**src/design/graph_segment_union_find_assert.svh**
```systemverilog
// Assertion macros shared by the segmentation engine modules.
`ifndef GRAPH_SEGMENT_UNION_FIND_ASSERT_SVH
`define GRAPH_SEGMENT_UNION_FIND_ASSERT_SVH

// A condition that must hold at every clock edge out of reset.
`define GSUF_ASSERT_HOLDS(label, cond, msg) \
    label: assert property (@(posedge clk) disable iff (!rst_n) (cond)) else $error(msg);

// A consequence that must hold in the same cycle as its antecedent.
`define GSUF_ASSERT_IMPL(label, ante, cons, msg) \
    label: assert property (@(posedge clk) disable iff (!rst_n) (ante) |-> (cons)) \
        else $error(msg);

// A consequence that must hold in the cycle after its antecedent.
`define GSUF_ASSERT_NEXT(label, ante, cons, msg) \
    label: assert property (@(posedge clk) disable iff (!rst_n) (ante) |=> (cons)) \
        else $error(msg);

`endif

```
**src/design/gsuf_pkg.sv**
```systemverilog
package gsuf_pkg;

    localparam int unsigned VERTICES_DEF = 4096;
    localparam logic [16:0] LIMIT_MAX = 17'd131071;
    localparam logic [3:0] RANK_MAX = 4'd15;
    localparam logic [15:0] MC_RESET = 16'd256;
    localparam logic [12:0] MINC_RESET = 13'd0;

    typedef enum logic [1:0] {
        ACT_SEGMENT = 2'd0,
        ACT_SMALL   = 2'd1,
        ACT_QUERY   = 2'd2,
        ACT_RESTART = 2'd3
    } action_t;

    localparam logic REG_MERGE_CONST = 1'b0;
    localparam logic REG_MIN_COMP = 1'b1;

    typedef enum logic [4:0] {
        ST_CLR_BOOT,
        ST_IDLE,
        ST_MOD_A,
        ST_MOD_B,
        ST_DISP,
        ST_F_INIT,
        ST_F_RD,
        ST_F_CHK,
        ST_F_WB,
        ST_RA,
        ST_RB,
        ST_DEC,
        ST_UNITE,
        ST_LIM_S,
        ST_LIM_W,
        ST_WIN,
        ST_CLR_ITEM,
        ST_DONE
    } state_t;

    typedef enum logic [4:0] {
        OP_NONE,
        OP_CLEAR,
        OP_LOAD,
        OP_MOD_A,
        OP_MOD_B,
        OP_RESTART,
        OP_FIND_INIT,
        OP_FIND_RD,
        OP_FIND_CHK,
        OP_FIND_WB,
        OP_RD_A,
        OP_RD_B,
        OP_DEC,
        OP_UNITE,
        OP_LIM_START,
        OP_WIN_WR,
        OP_OUT
    } op_t;

    typedef enum logic [1:0] {
        PH_A,
        PH_B,
        PH_ROOT
    } phase_t;

    typedef struct packed {
        op_t    op;
        phase_t phase;
    } cmd_t;

    typedef struct packed {
        logic    clr_last;
        logic    walk_end;
        logic    div_done;
        logic    do_merge;
        logic    out_free;
        action_t act;
    } sts_t;

endpackage

```
**src/design/gsuf_ctrl.sv**
```systemverilog
`include "graph_segment_union_find_assert.svh"

module gsuf_ctrl import gsuf_pkg::*; #(
    parameter int unsigned VERTICES = VERTICES_DEF
) (
    input  logic clk,
    input  logic rst_n,
    input  logic in_valid,
    output logic in_stall,
    input  sts_t sts,
    output cmd_t cmd
);

    localparam bit IDX_MOD = (VERTICES < 4096) && ((VERTICES & (VERTICES - 1)) != 0);

    state_t state_reg;
    state_t state_next;
    phase_t phase_reg;
    phase_t phase_next;

    always_ff @(posedge clk or negedge rst_n)
    begin
        if (!rst_n)
        begin
            state_reg <= ST_CLR_BOOT;
            phase_reg <= PH_A;
        end
        else
        begin
            state_reg <= state_next;
            phase_reg <= phase_next;
        end
    end

    always_comb
    begin
        state_next = state_reg;
        phase_next = phase_reg;
        case (state_reg)
            ST_CLR_BOOT:
            begin
                if (sts.clr_last)
                begin
                    state_next = ST_IDLE;
                end
            end
            ST_IDLE:
            begin
                if (in_valid)
                begin
                    state_next = IDX_MOD ? ST_MOD_A : ST_DISP;
                end
            end
            ST_MOD_A: state_next = ST_MOD_B;
            ST_MOD_B: state_next = ST_DISP;
            ST_DISP:
            begin
                phase_next = PH_A;
                state_next = (sts.act == ACT_RESTART) ? ST_CLR_ITEM : ST_F_INIT;
            end
            ST_F_INIT: state_next = ST_F_RD;
            ST_F_RD:   state_next = ST_F_CHK;
            ST_F_CHK:  state_next = sts.walk_end ? ST_F_WB : ST_F_RD;
            ST_F_WB:
            begin
                case (phase_reg)
                    PH_A:
                    begin
                        if (sts.act == ACT_QUERY)
                        begin
                            state_next = ST_DONE;
                        end
                        else
                        begin
                            phase_next = PH_B;
                            state_next = ST_F_INIT;
                        end
                    end
                    PH_B:    state_next = ST_RA;
                    default: state_next = ST_DONE;
                endcase
            end
            ST_RA: state_next = ST_RB;
            ST_RB: state_next = ST_DEC;
            ST_DEC:
            begin
                if (sts.do_merge)
                begin
                    state_next = ST_UNITE;
                end
                else
                begin
                    phase_next = PH_ROOT;
                    state_next = ST_F_INIT;
                end
            end
            ST_UNITE: state_next = (sts.act == ACT_SEGMENT) ? ST_LIM_S : ST_WIN;
            ST_LIM_S: state_next = ST_LIM_W;
            ST_LIM_W:
            begin
                if (sts.div_done)
                begin
                    state_next = ST_WIN;
                end
            end
            ST_WIN:
            begin
                phase_next = PH_ROOT;
                state_next = ST_F_INIT;
            end
            ST_CLR_ITEM:
            begin
                if (sts.clr_last)
                begin
                    state_next = ST_DONE;
                end
            end
            ST_DONE:
            begin
                if (sts.out_free)
                begin
                    state_next = ST_IDLE;
                end
            end
            default: state_next = ST_IDLE;
        endcase
    end

    always_comb
    begin
        cmd.op    = OP_NONE;
        cmd.phase = phase_reg;
        in_stall  = 1'b1;
        case (state_reg)
            ST_CLR_BOOT: cmd.op = OP_CLEAR;
            ST_IDLE:
            begin
                in_stall = 1'b0;
                cmd.op   = in_valid ? OP_LOAD : OP_NONE;
            end
            ST_MOD_A:  cmd.op = OP_MOD_A;
            ST_MOD_B:  cmd.op = OP_MOD_B;
            ST_DISP:   cmd.op = (sts.act == ACT_RESTART) ? OP_RESTART : OP_NONE;
            ST_F_INIT: cmd.op = OP_FIND_INIT;
            ST_F_RD:   cmd.op = OP_FIND_RD;
            ST_F_CHK:  cmd.op = OP_FIND_CHK;
            ST_F_WB:   cmd.op = OP_FIND_WB;
            ST_RA:     cmd.op = OP_RD_A;
            ST_RB:     cmd.op = OP_RD_B;
            ST_DEC:    cmd.op = OP_DEC;
            ST_UNITE:  cmd.op = OP_UNITE;
            ST_LIM_S:  cmd.op = OP_LIM_START;
            ST_LIM_W:  cmd.op = OP_NONE;
            ST_WIN:    cmd.op = OP_WIN_WR;
            ST_CLR_ITEM: cmd.op = OP_CLEAR;
            ST_DONE:   cmd.op = sts.out_free ? OP_OUT : OP_NONE;
            default:   cmd.op = OP_NONE;
        endcase
    end

    `GSUF_ASSERT_NEXT(a_busy_after_accept, in_valid && !in_stall, state_reg != ST_IDLE, "request accepted but controller stayed idle")

endmodule

```
**config.mk**
```make
export PLATFORM = sky130hd
export DESIGN_NAME = gsuf_ctrl
export DESIGN_NICKNAME = d
export VERILOG_FILES = /design/src/design/gsuf_pkg.sv /design/src/design/gsuf_ctrl.sv
export VERILOG_INCLUDE_DIRS = /design/src /design/src/design
export SDC_FILE = /design/constraint.sdc
export NUM_CORES = 1
export LEC_CHECK = 0
export BUFFER_PORTS_ARGS = -buffer_cell sky130_fd_sc_hd__buf_2
export CORE_MARGIN = 1.5
export CORE_UTILIZATION = 46
export DETAILED_ROUTE_END_ITERATION = 7
export PLACE_DENSITY = 0.81
export SLEW_MARGIN = 0
export SYNTH_ARGS = -nofsm -noshare
export SYNTH_HDL_FRONTEND = slang
export SYNTH_SLANG_ARGS = --single-unit
```
**constraint.sdc**
```tcl
create_clock -name clk -period 1.7 [get_ports clk]
set_clock_uncertainty 0.1 [all_clocks]
set_input_delay 0.34 -clock clk [delete_from_list [all_inputs] [get_ports clk]]
set_output_delay 0.34 -clock clk [all_outputs]
set_load 0.03 [all_outputs]
```
==> metrics <==
Placer Congestion=0.880; Mapped Avg Cell Area=7.43 um2; DRT Wirelength=3.02 mm; Clk pin slew, worst setup/hold paths=60 ps; Switch Pwr=1.35 mW; CP delay by family, top=simple AND/OR/NAND/NOR gates; TritonRoute pass-1 iters=4; gr ovfl total=0; hpwl dp=1.67 mm; vias per inst=6.56; post-synthesis cell type count=39; status=complete, but fails checks; total track usage=34.9%; ANT cells=0; Synth async-reset ratio=100%; number of top-level pins=18; starting density of the core=48.9%; Worst slew margin=76.2%; crit path buf inv count=1; Site Rows=14; Crit. End Element=output port; Synth-to-Final Area Change=73.2%; antenna violations before repair=0; Worst Setup Slack, final=-306 ps; Residual DRC=0; crit path launch type=flop; crit path kind=reg2out; Syn Nets=108; Synth Area in Compound Gates=29.7%; worst-path fanout max=3; warnings from Yosys=0; part of the power in the clock network=5.5%; slowest stage delay, CP=550 ps; Starting DRT DRC Count=44; CTS sink cnt=7; share of layout cells above drive strength 1=55.6%; root buf cell=clkbuf_4; multiplexer share of the synthesized area=0%; hold crit path type=in2reg; part of the power in registers=10.6%; Lkg Pwr=0.577 nW; Post-Synth Adder-Cell Area=0%; clk buf depth=2; PwrDens=2230 nW/um2; I/O Buffers=17; largest family of logic cells by synthesized area=simple AND/OR/NAND/NOR gates; post-DR wirelength/cell=19.1 um; placed cell area=957 um2; Int Power=1.47 mW; Net Sw Frac=47.8%; Die Ht=42.8 um; core area=1490 um2; Tmin final=2010 ps; Max Freq=0.498 GHz; worst vdd ir=1.37 mV; Mapped Cells=98; CTS tree=yes; number of flip-flops in the largest register=5; final setup TNS=-1850 ps; Comb power frac=84.0%; critical path arrival=1570 ps; commonest non-fill, non-tap cell in the layout=buf_4; die area=1830 um2; simple-gate area share of the yosys netlist=37.6%; Die Width=42.8 um; top_reg_cell synth=dfrtp_1; first-pass GRT wire length=4.70 mm; RSZ-0062 raised after global routing=yes; synthesized area=728 um2; MaxCap Viol Count=0; final setup vio count=12; number of global-route vias before repair=974; part of the Yosys area used for sequential elements=24.1%; EDFF count, synth=0; Antenna Nets Post-Route=0; Clk Latency, worst-skew pair=260 ps; Worst EP required=1260 ps; Final Hold Viols=0; Tcrit/Tclk final=118%; CP cell instances=or4b_4 -> or2_4 -> buf_6; Slew Viols, Final=0; Fin Hold WS=312 ps; CTS HTree Levels=1; vias=1036; critical path's slowest cell=or4b_4; Synth Area in XOR/XNOR=0%; worst-margin pin slew=354 ps; Final Net Count=153; largest net degree at the start of global routing=13; fin area=1260 um2; commonest cells after routing, fill and taps aside=buf_4, buf_2, buf_6; synthesized flop and latch total=7; total CTS buffers=3; failing checks=setup timing
## power groups by stage
stage                     registers (mW)  clock network (mW)  logic, mW
after floorplan                    0.304                   0       1.14
after global placement             0.290                   0       1.57
after detailed placement           0.295                   0       1.61
after CTS                          0.293               0.155       2.17
after global routing               0.302               0.170       2.48
final                              0.297               0.154       2.36
## path summary, 6_finish.rpt
kind,startpoint,end,slack [ps],cells past startpoint
setup reg to reg,state_reg[3],state_reg[2],-170,6
hold reg to reg,phase_reg[1],phase_reg[1],480,2
hold / removal,sts[6],state_reg[0],310,3
min in group asynchronous,rst_n,state_reg[3],340,2
max in group asynchronous,rst_n,phase_reg[0],990,2
setup / recovery,state_reg[2],in_stall,-310,3
## kinds of logic (layout without fill, tap and decap cells)
group                  after synthesis  in the layout
buffers and inverters               13             57
AOI/OAI and AO/OA                   31             31
DFF                                  7              7
and+or+nand+nor                     47             47
## through the flow
| step | power (mW) | setup WS [ps] | utilization (%) | instances |
|---|---|---|---|---|
| 2_1_floorplan | 1.45 | -78.8 | - | 98 |
| 3_3_place_gp | 1.86 | -52.4 | 64.3 | 140 |
| 3_5_place_dp | 1.90 | -89.7 | 64.3 | 140 |
| 4_1_cts | 2.61 | -299 | 82.7 | 157 |
| 5_1_grt | 2.95 | -339 | 84.7 | 158 |
| 6_report | 2.81 | -306 | 84.7 | 158 |
## timing repair
| action | 4_1_cts | 5_1_grt |
|---|---|---|
| gates resized for setup | 36 | 6 |
| setup buffers | 10 | 1 |
| hold endpoints to repair | 7 | 0 |
| gates cloned | 2 | 0 |
| setup endpoints to repair | 10 | 12 |
| hold buffers | 1 | 0 |
| pin swaps | 7 | 4 |
## Yosys cell counts (2+ instances only)
cell	instances	share of area (%)
buf_2	5	3.4
dfrtp_1	7	24
nand2_1	13	6.7
nor3_1	3	2.1
or2_2	2	1.7
o211ai_1	2	2.1
nor2b_1	3	2.6
o31ai_1	2	2.1
a32oi_1	2	2.4
nand2b_1	5	4.3
nor2_1	8	4.1
a211oi_1	2	2.1
clkbuf_1	3	1.5
o21ai_0	5	3.4
a2111oi_0	2	2.4
a21oi_1	8	5.5
inv_1	3	1.5
nor4_1	2	1.7
## layout make-up
cell class / count / area, um2
Clock buffer: 4 / 26.3
Fill cell: 85 / 228
Inverter: 3 / 11.3
Multi-Input combinational cell: 78 / 606
Sequential cell: 7 / 175
Tap cell: 16 / 20.0
Timing Repair Buffer: 50 / 423
## worst register-to-register path, stage by stage (launching register included)
cell	delay, ps
dfrtp_1	380
buf_4	150
buf_4	150
nor4_2	390
nand3_1	160
a211oi_1	270
o32a_1	200
## routing by layer
layer	vias up	share of wire (%)	track usage, %	wire length, um
li1	449	-	-	-
met1	499	39	40.8	1170
met2	72	49	57.3	1490
met3	16	7.6	9.36	230
met4	0	4.3	18.8	131
met5	-	0	0	0
No activity file was read; power rests on OpenSTA's default activity.
